$ cat src/assert_macros.svh
// Assertion helpers shared by the RTL. All checks sample on clk and are
// suspended while rst is high.
`ifndef ASSERT_MACROS_SVH
`define ASSERT_MACROS_SVH

// Check that a condition holds at every clock edge.
`define OLE_ASSERT_ALWAYS(lbl, cond, msg) \
  lbl: assert property (@(posedge clk) disable iff (rst) (cond)) else $error(msg);

// Check that a condition implies another in the same cycle.
`define OLE_ASSERT_IMPLY(lbl, ante, cons, msg) \
  lbl: assert property (@(posedge clk) disable iff (rst) (ante) |-> (cons)) else $error(msg);

// Check that a condition implies another in the next cycle.
`define OLE_ASSERT_NEXT(lbl, ante, cons, msg) \
  lbl: assert property (@(posedge clk) disable iff (rst) (ante) |=> (cons)) else $error(msg);

`endif

$ cat src/ole_pkg.sv
package ole_pkg;

  // Field widths
  localparam int FUNC_W = 3;
  localparam int VAL_W  = 32;
  localparam int PTR_W  = 7;
  localparam int CNT_W  = 7;
  localparam int ST_W   = 2;

  // Default pool size
  localparam int DEF_CAPACITY = 64;

  // Link code for "no node"
  localparam logic [PTR_W-1:0] NULL_PTR = 7'h7F;

  // Request codes
  localparam logic [FUNC_W-1:0] F_INS_FRONT = 3'd0;
  localparam logic [FUNC_W-1:0] F_INS_END   = 3'd1;
  localparam logic [FUNC_W-1:0] F_INS_POS   = 3'd2;
  localparam logic [FUNC_W-1:0] F_DEL_FRONT = 3'd3;
  localparam logic [FUNC_W-1:0] F_DEL_END   = 3'd4;
  localparam logic [FUNC_W-1:0] F_DEL_POS   = 3'd5;
  localparam logic [FUNC_W-1:0] F_DISPLAY   = 3'd6;

  // Status codes
  localparam logic [ST_W-1:0] ST_OK    = 2'd0;
  localparam logic [ST_W-1:0] ST_EMPTY = 2'd1;
  localparam logic [ST_W-1:0] ST_OOB   = 2'd2;
  localparam logic [ST_W-1:0] ST_FULL  = 2'd3;

endpackage

$ cat src/ordered_list_engine.sv
// Bounded singly linked list kept in a node pool of CAPACITY entries.
// Request channel: func/value/position are taken at a clock edge where start
// is high and busy is low. Busy stays high while the request is being worked.
// Result channel: each result word sits on status/value_res/last/count for one
// cycle with done high; the receiver always takes it. last marks the final
// word of a request. Every request but display gives one word; a display of
// a non-empty list gives one word per element, in list order, on back-to-back
// cycles.
// Sequence, p the position: a rejected request, an unused code or an empty
// display gives its word straight from idle. An insert walks to the node
// before p when p is above 1, reads the free head, writes the new node, then
// the previous link or head. A delete walks the same way, reads the target
// link when p is not 0, updates the previous link or head, then returns the
// node to the free chain. A display streams values from head to tail.
// The walk does one link memory read a cycle through its single read port.
// A new request can be accepted in the cycle its last result is shown.
// Reset empties the list and rebuilds the free chain at once through per-entry
// valid bits on the link memory; no clearing pass is needed.
`include "assert_macros.svh"

module ordered_list_engine
  import ole_pkg::*;
#(
  parameter int CAPACITY = DEF_CAPACITY
) (
  input  logic                    clk,
  input  logic                    rst,
  input  logic                    start,
  output logic                    busy,
  input  logic [FUNC_W-1:0]       func,
  input  logic signed [VAL_W-1:0] value,
  input  logic [CNT_W-1:0]        position,
  output logic                    done,
  output logic [ST_W-1:0]         status,
  output logic signed [VAL_W-1:0] value_res,
  output logic                    last,
  output logic [CNT_W-1:0]        count
);

  localparam int IDX_W = (CAPACITY > 1) ? $clog2(CAPACITY) : 1;
  localparam logic [PTR_W-1:0] CAP_P = PTR_W'(CAPACITY);
  localparam logic [CNT_W-1:0] CAP_C = CNT_W'(CAPACITY);

  typedef enum logic [8:0] {
    S_IDLE      = 9'b000000001,
    S_WALK      = 9'b000000010,
    S_INS_RD_FR = 9'b000000100,
    S_INS_WR_NW = 9'b000001000,
    S_INS_WR_PV = 9'b000010000,
    S_DEL_RD_N  = 9'b000100000,
    S_DEL_WR_PV = 9'b001000000,
    S_DEL_WR_N  = 9'b010000000,
    S_DISP      = 9'b100000000
  } state_t;

  state_t state;

  // Control registers
  logic [PTR_W-1:0] head;
  logic [PTR_W-1:0] free;
  logic [CNT_W-1:0] elem_count;
  logic [PTR_W-1:0] cur;
  logic [PTR_W-1:0] nnode;
  logic [PTR_W-1:0] nxt;
  logic [CNT_W-1:0] steps;
  logic             op_ins;
  logic             is_front;
  logic [VAL_W-1:0] val_in;

  // Node pool memories
  logic [PTR_W-1:0]    link_mem [CAPACITY];
  logic [VAL_W-1:0]    val_mem  [CAPACITY];
  logic [CAPACITY-1:0] link_vld;

  logic [PTR_W-1:0] rd_ptr;
  logic [IDX_W-1:0] rd_idx;
  logic [IDX_W-1:0] addr_q;
  logic [PTR_W-1:0] link_q;
  logic             vld_q;
  logic [VAL_W-1:0] val_q;
  logic [PTR_W-1:0] addr_inc;
  logic [PTR_W-1:0] link_rd;

  logic             link_we;
  logic [PTR_W-1:0] link_wptr;
  logic [PTR_W-1:0] link_wdata;
  logic             val_we;
  logic [IDX_W-1:0] link_widx;
  logic [IDX_W-1:0] val_widx;

  // Request decode
  logic             req_ins;
  logic             req_del;
  logic [CNT_W-1:0] req_pos;
  logic             reject;
  logic [ST_W-1:0]  reject_st;

  assign busy = (state != S_IDLE);

  // Decode the request in the accept cycle
  always_comb begin
    req_ins   = (func == F_INS_FRONT) || (func == F_INS_END) || (func == F_INS_POS);
    req_del   = (func == F_DEL_FRONT) || (func == F_DEL_END) || (func == F_DEL_POS);
    req_pos   = '0;
    reject    = 1'b0;
    reject_st = ST_OK;
    case (func)
      F_INS_END: req_pos = elem_count;
      F_INS_POS: req_pos = position;
      F_DEL_END: req_pos = elem_count - CNT_W'(1);
      F_DEL_POS: req_pos = position;
      default:   req_pos = '0;
    endcase
    if (req_ins) begin
      if (elem_count == CAP_C) begin
        reject    = 1'b1;
        reject_st = ST_FULL;
      end else if (req_pos > elem_count) begin
        reject    = 1'b1;
        reject_st = ST_OOB;
      end
    end else if (req_del) begin
      if (elem_count == '0) begin
        reject    = 1'b1;
        reject_st = ST_EMPTY;
      end else if (req_pos >= elem_count) begin
        reject    = 1'b1;
        reject_st = ST_OOB;
      end
    end else if (func == F_DISPLAY) begin
      if (elem_count == '0) begin
        reject    = 1'b1;
        reject_st = ST_EMPTY;
      end
    end else begin
      reject    = 1'b1;
      reject_st = ST_OK;
    end
  end

  // Select the read address and the write port for each step
  always_comb begin
    rd_ptr     = head;
    link_we    = 1'b0;
    link_wptr  = cur;
    link_wdata = nnode;
    val_we     = 1'b0;
    case (state)
      S_WALK:      rd_ptr = link_rd;
      S_INS_RD_FR: rd_ptr = free;
      S_DEL_RD_N:  rd_ptr = link_rd;
      S_DISP:      rd_ptr = link_rd;
      S_INS_WR_NW: begin
        link_we    = 1'b1;
        link_wptr  = free;
        link_wdata = nxt;
        val_we     = 1'b1;
      end
      S_INS_WR_PV: begin
        link_we    = !is_front;
        link_wptr  = cur;
        link_wdata = nnode;
      end
      S_DEL_WR_PV: begin
        link_we    = !is_front;
        link_wptr  = cur;
        link_wdata = link_rd;
      end
      S_DEL_WR_N: begin
        link_we    = 1'b1;
        link_wptr  = nnode;
        link_wdata = free;
      end
      default: rd_ptr = head;
    endcase
  end

  assign rd_idx    = rd_ptr[IDX_W-1:0];
  assign link_widx = link_wptr[IDX_W-1:0];
  assign val_widx  = free[IDX_W-1:0];

  // Link and value memories: one write and one registered read per cycle
  always_ff @(posedge clk) begin
    if (link_we) begin
      link_mem[link_widx] <= link_wdata;
    end
    if (val_we) begin
      val_mem[val_widx] <= val_in;
    end
    link_q <= link_mem[rd_idx];
    val_q  <= val_mem[rd_idx];
    addr_q <= rd_idx;
    vld_q  <= link_vld[rd_idx];
  end

  // Mark link entries written since reset
  always_ff @(posedge clk) begin
    if (rst) begin
      link_vld <= '0;
    end else if (link_we) begin
      link_vld[link_widx] <= 1'b1;
    end
  end

  // Unwritten link entries read as the initial free chain
  assign addr_inc = PTR_W'(addr_q) + PTR_W'(1);
  assign link_rd  = vld_q ? link_q : ((addr_inc == CAP_P) ? NULL_PTR : addr_inc);

  // Sequencer
  always_ff @(posedge clk) begin
    if (rst) begin
      state      <= S_IDLE;
      done       <= 1'b0;
      head       <= NULL_PTR;
      free       <= '0;
      elem_count <= '0;
    end else begin
      done <= 1'b0;
      case (state)
        S_IDLE: begin
          if (start) begin
            val_in <= value;
            cur    <= head;
            nnode  <= head;
            steps  <= (func == F_DISPLAY) ? elem_count : req_pos - CNT_W'(1);
            op_ins <= req_ins;
            is_front <= (req_pos == '0);
            if (reject) begin
              done      <= 1'b1;
              status    <= reject_st;
              value_res <= '0;
              last      <= 1'b1;
              count     <= elem_count;
            end else if (req_ins) begin
              state <= (req_pos > CNT_W'(1)) ? S_WALK : S_INS_RD_FR;
            end else if (req_del) begin
              if (req_pos == '0) begin
                state <= S_DEL_WR_PV;
              end else if (req_pos == CNT_W'(1)) begin
                state <= S_DEL_RD_N;
              end else begin
                state <= S_WALK;
              end
            end else begin
              state <= S_DISP;
            end
          end
        end
        // Follow one link a cycle until the node before the target
        S_WALK: begin
          cur   <= link_rd;
          steps <= steps - CNT_W'(1);
          if (steps == CNT_W'(1)) begin
            state <= op_ins ? S_INS_RD_FR : S_DEL_RD_N;
          end
        end
        S_INS_RD_FR: begin
          nxt   <= is_front ? head : link_rd;
          state <= S_INS_WR_NW;
        end
        S_INS_WR_NW: begin
          nnode <= free;
          free  <= link_rd;
          state <= S_INS_WR_PV;
        end
        S_INS_WR_PV: begin
          if (is_front) begin
            head <= nnode;
          end
          elem_count <= elem_count + CNT_W'(1);
          done       <= 1'b1;
          status     <= ST_OK;
          value_res  <= '0;
          last       <= 1'b1;
          count      <= elem_count + CNT_W'(1);
          state      <= S_IDLE;
        end
        S_DEL_RD_N: begin
          nnode <= link_rd;
          state <= S_DEL_WR_PV;
        end
        S_DEL_WR_PV: begin
          if (is_front) begin
            head <= link_rd;
          end
          state <= S_DEL_WR_N;
        end
        S_DEL_WR_N: begin
          free       <= nnode;
          elem_count <= elem_count - CNT_W'(1);
          done       <= 1'b1;
          status     <= ST_OK;
          value_res  <= '0;
          last       <= 1'b1;
          count      <= elem_count - CNT_W'(1);
          state      <= S_IDLE;
        end
        // Emit one element a cycle from head to tail
        S_DISP: begin
          done      <= 1'b1;
          status    <= ST_OK;
          value_res <= $signed(val_q);
          last      <= (steps == CNT_W'(1));
          count     <= elem_count;
          steps     <= steps - CNT_W'(1);
          if (steps == CNT_W'(1)) begin
            state <= S_IDLE;
          end
        end
        default: state <= S_IDLE;
      endcase
    end
  end

  // Checks
  `OLE_ASSERT_ALWAYS(a_count_cap, elem_count <= CAP_C, "element count above capacity")
  `OLE_ASSERT_IMPLY(a_head_count, state == S_IDLE, (head == NULL_PTR) == (elem_count == '0), "head and count disagree")
  `OLE_ASSERT_IMPLY(a_free_valid, (state == S_IDLE) && (elem_count < CAP_C), free < CAP_P, "free chain lost")
  `OLE_ASSERT_NEXT(a_disp_burst, done && !last, done && (status == ST_OK), "display burst broken")

endmodule
$ cat config.mk
export PLATFORM = sky130hd
export DESIGN_NAME = ordered_list_engine
export DESIGN_NICKNAME = d
export VERILOG_FILES = /design/src/ole_pkg.sv /design/src/ordered_list_engine.sv
export VERILOG_INCLUDE_DIRS = /design/src /design/src/src
export SDC_FILE = /design/constraint.sdc
export NUM_CORES = 2
export LEC_CHECK = 0
export BUFFER_PORTS_ARGS = -buffer_cell sky130_fd_sc_hd__buf_2
export CORE_MARGIN = 2
export CORE_UTILIZATION = 30
export DETAILED_ROUTE_END_ITERATION = 10
export SKIP_CTS_REPAIR_TIMING = 1
export SYNTH_ARGS = -nofsm -noshare
export SYNTH_HDL_FRONTEND = slang
export SYNTH_SLANG_ARGS = --single-unit
$ cat constraint.sdc
create_clock -name clk -period 6.9 [get_ports clk]
set_input_delay 0.345 -clock clk [delete_from_list [all_inputs] [get_ports clk]]
set_output_delay 0.345 -clock clk [all_outputs]
set_load 0.01 [all_outputs]
==> out/qor.csv <==
stage,metric,value,unit
logic_synthesis,yosys.area.top_type,edfxtp_1,
worst_setup_path,crit_family,compound AO/OA/AOI/OAI gates,
worst_setup_path,critPathMaxFanout,81,
clock_tree,clockBufferDepth,4,
grt,antenna_found_initial,24,
timing,slew_headroom,0.0241,
die,dieArea,0.356,sq mm
clock_tree,cts_tree,done,
min_path,worst_hold_path_type,input pin to flip-flop,
worst_setup_path,slowest_stage,o41ai_1,
status,status,finished clean,
final_layout,fin_util,0.347,
die,core_area,0.350,sq mm
logic_synthesis,yosysTopAreaCellShare,0.721,
logic_synthesis,yosys.area_share.xor_xnor,0.00133,
placed_design,dp.cells,11400,
routing,remaining_drc_errors,0,
timing,finalClockSkew,0.0815,ns
logic_synthesis,yosys-top-cells-count,"edfxtp_1 (2533), nand2_1 (1131), a21oi_1 (427)",
routing,vias,65400,
logic_synthesis,ys_seq_area_frac,0.747,
die,die_w,597,um
final_layout,fin_area,0.121,sq mm
grt,grt_pass1_vias,62300,
final_layout,layout-drive-gt1-share,0.141,
logic_synthesis,synth_nets,6954,
timing,max_freq,0.158,GHz
flow_run,maxCapViolCount,0,
die,die_h,597,um
logic_synthesis,postSynthAreaPerCell,15.3,sq um
logic_synthesis,synth_edf_count,2533,
worst_setup_path,required,7.61,ns
clock_tree,htreeDepth,5,
logic_synthesis,async_flop_share,0,
worst_setup_path,path_cells,"nor4_1, and3_1, nor3_2, buf_4, a211oi_4, inv_8, buf_4, a2111oi_0, a211oi_1, o41ai_1, a2bb2oi_1, nor4_1",
grt,grt_pass1_wl,466,mm
clock_tree,numCtsBuffers,270,
routing,routedWlPerCell,27.8,um
logic_synthesis,synth_most_common_cell,edfxtp_1,
power_and_ir_drop,vdd_drop_max,0.000212,V
worst_setup_path,endpoint_kind,flip-flop,
placed_design,placedInstanceArea,0.113,sq mm
final_layout,fin_cells,11900,
logic_synthesis,synth.distinct_cells,89,
placed_design,port_buffers,88,
timing,rsz0062_at_grt,false,
logic_synthesis,synth_top_family_by_area,compound AO/OA/AOI/OAI gates,
timing,hold_viol,0,
timing,final.period_utilization,0.919,
worst_setup_path,slowest_delay,1.08,ns
logic_synthesis,synthMuxAreaShare,0.0717,
logic_synthesis,synth_cells,6893,
routing,ant_nets,0,
final_layout,fillCellCount,33000,
logic_synthesis,synth-simple-area-share,0.0776,
grt,track_usage,0.180,
logic_synthesis,synth_area_leaders,"edfxtp_1 (72%), nand2_1 (4.0%), mux2i_1 (3.6%), mux4_2 (2.9%), dfxtp_1 (2.6%)",
die,num_rows,217,
worst_setup_path,crit_buf_inv,3,
clock_tree,clkTransAtPathRegs,0.06,ns
routing,first_pass_iters,6,
final_layout,syn2layout_area_growth,15.0,%
logic_synthesis,synthAdderAreaFrac,0.00190,
grt,overflow,0,
placed_design,place_congestion,0.877,
worst_setup_path,critical_path_class,flip-flop to flip-flop,
die,initial_utilization,0.302,
logic_synthesis,ys.flop_type,edfxtp_1,
routing,vias_per_cell,5.49,
clock_tree,clk_latency,0.87,ns
grt,grt_max_degree,114,
timing,min_period,6.34,ns
logic_synthesis,synth_warnings,0,
timing,worst_pin_slew,1.46,ns
timing,setup_violations,0,
timing,tns,0,ns
routing,drtIter0Drc,9966,
logic_synthesis,synth-seq-cells,2671,
worst_setup_path,crit_path_start_kind,flip-flop,
logic_synthesis,synth_compound_area_frac,0.0802,
final_layout,fin_nets,7176,
power_and_ir_drop,power_density,285,mW/mm^2
clock_tree,clkSinkCount,2671,
clock_tree,root_buffer,clkbuf_16,
worst_setup_path,crit_arrival,7.06,ns
power_and_ir_drop,p_total,34.6,mW
die,boundaryPins,89,
routing,wirelength,332,mm
placed_design,dp_hpwl,196,mm
timing,slew_viol_final,0,
logic_synthesis,netlist_area,0.106,sq mm
power_and_ir_drop,leakage,39.6,nW
==> layout make-up <==
class                           instances  area [sq um]  share of cell area
Sequential cell                      2671         78800               0.650
Clock inverter                        107           855             0.00704
Antenna cell                            7          17.5            0.000144
Tap cell                             4599          5750              0.0474
Multi-Input combinational cell       3749         25300               0.208
Timing Repair Buffer                  374          2860              0.0236
Clock buffer                          370          7510              0.0619
Inverter                               49           204             0.00168
==> stage by stage <==
step                worst slack (ns)  hold WS (ns)
floorplan                       1.88         0.431
global placement               0.771         0.443
detailed placement             0.648         0.454
CTS                            0.675        -0.408
global route                   0.532         0.111
finish                         0.557         0.117
==> flip-flops by register name, indices dropped and copies added, names as in the netlist, 7 cells and up <==
register    count
count           7
elem_count      7
steps           7
link_vld       64
value_res      32
val_q          32
val_in         32
state           9
link_mem      384
val_mem      2048
==> final timing paths <==
| kind | from | endpoint | slack [ns] | depth (start not counted) |
|---|---|---|---|---|
| worst max-delay path | state[8]$_SDFFE_PP0P_ | val_q[30]$_DFF_P_ | 0.56 | 12 |
| worst min-delay path | start | state[1]$_SDFFE_PP0P_ | 0.12 | 4 |
| worst max register to register | state[8]$_SDFFE_PP0P_ | val_q[30]$_DFF_P_ | 0.56 | 12 |
| worst min register to register | link_vld[13]$_SDFFE_PP0P_ | link_vld[13]$_SDFFE_PP0P_ | 0.47 | 2 |
==> cell families (layout without fill, tap and decap cells) <==
kind of cell	count (synthesis)	after routing
muxes	578	578
and+or+nand+nor	1916	1916
DFF	2671	2671
other	0	7
xor gates and xnor gates	16	16
buffers and inverters	473	900
adders and majority gates	16	16
AOI/OAI and AO/OA	1223	1223
==> per-layer routing <==
layer  up-vias  global-route usage  wire length, um  part of all wire
li1      27300                   -                -                 -
met1     33500               0.250           133000              0.40
met2      3999               0.278           149000              0.45
met3       690              0.0331            35100              0.11
met4         0              0.0738            15000             0.045
met5         -                   0                0                 0
==> power breakdown <==
part / switching, mW / internal, mW / total [mW]
clock: 6.17 / 8.05 / 14.2
combinational: 1.63 / 0.591 / 2.22
sequential: 0.132 / 18.0 / 18.2
==> cells in the final DEF (no fill, tap or decap), types with 41 or more instances in the layout <==
master        n
a31oi_1      64
clkbuf_1     76
a2111oi_0   117
edfxtp_1   2533
a221oi_1     53
nor2_1      227
buf_4       235
buf_2        89
nand2_1    1124
dfxtp_1     138
mux4_2      136
nor2_4       69
clkbuf_16   282
o21ai_0      77
a32oi_1      59
a211oi_1     83
clkinv_1     41
inv_1        43
mux2i_1     378
and3_1       81
nand3_1     207
o221ai_1     45
mux2_2       64
a21oi_1     421
==> tightest hold or removal path: cells and delay by family <==
| family | cells | cell delay (ns) |
|---|---|---|
| simple gates | 1 | 0.12 |
| buf+inv | 1 | 0.11 |
| compound gates | 2 | 0.30 |
Note: power is estimated with default switching activity, not from simulation.
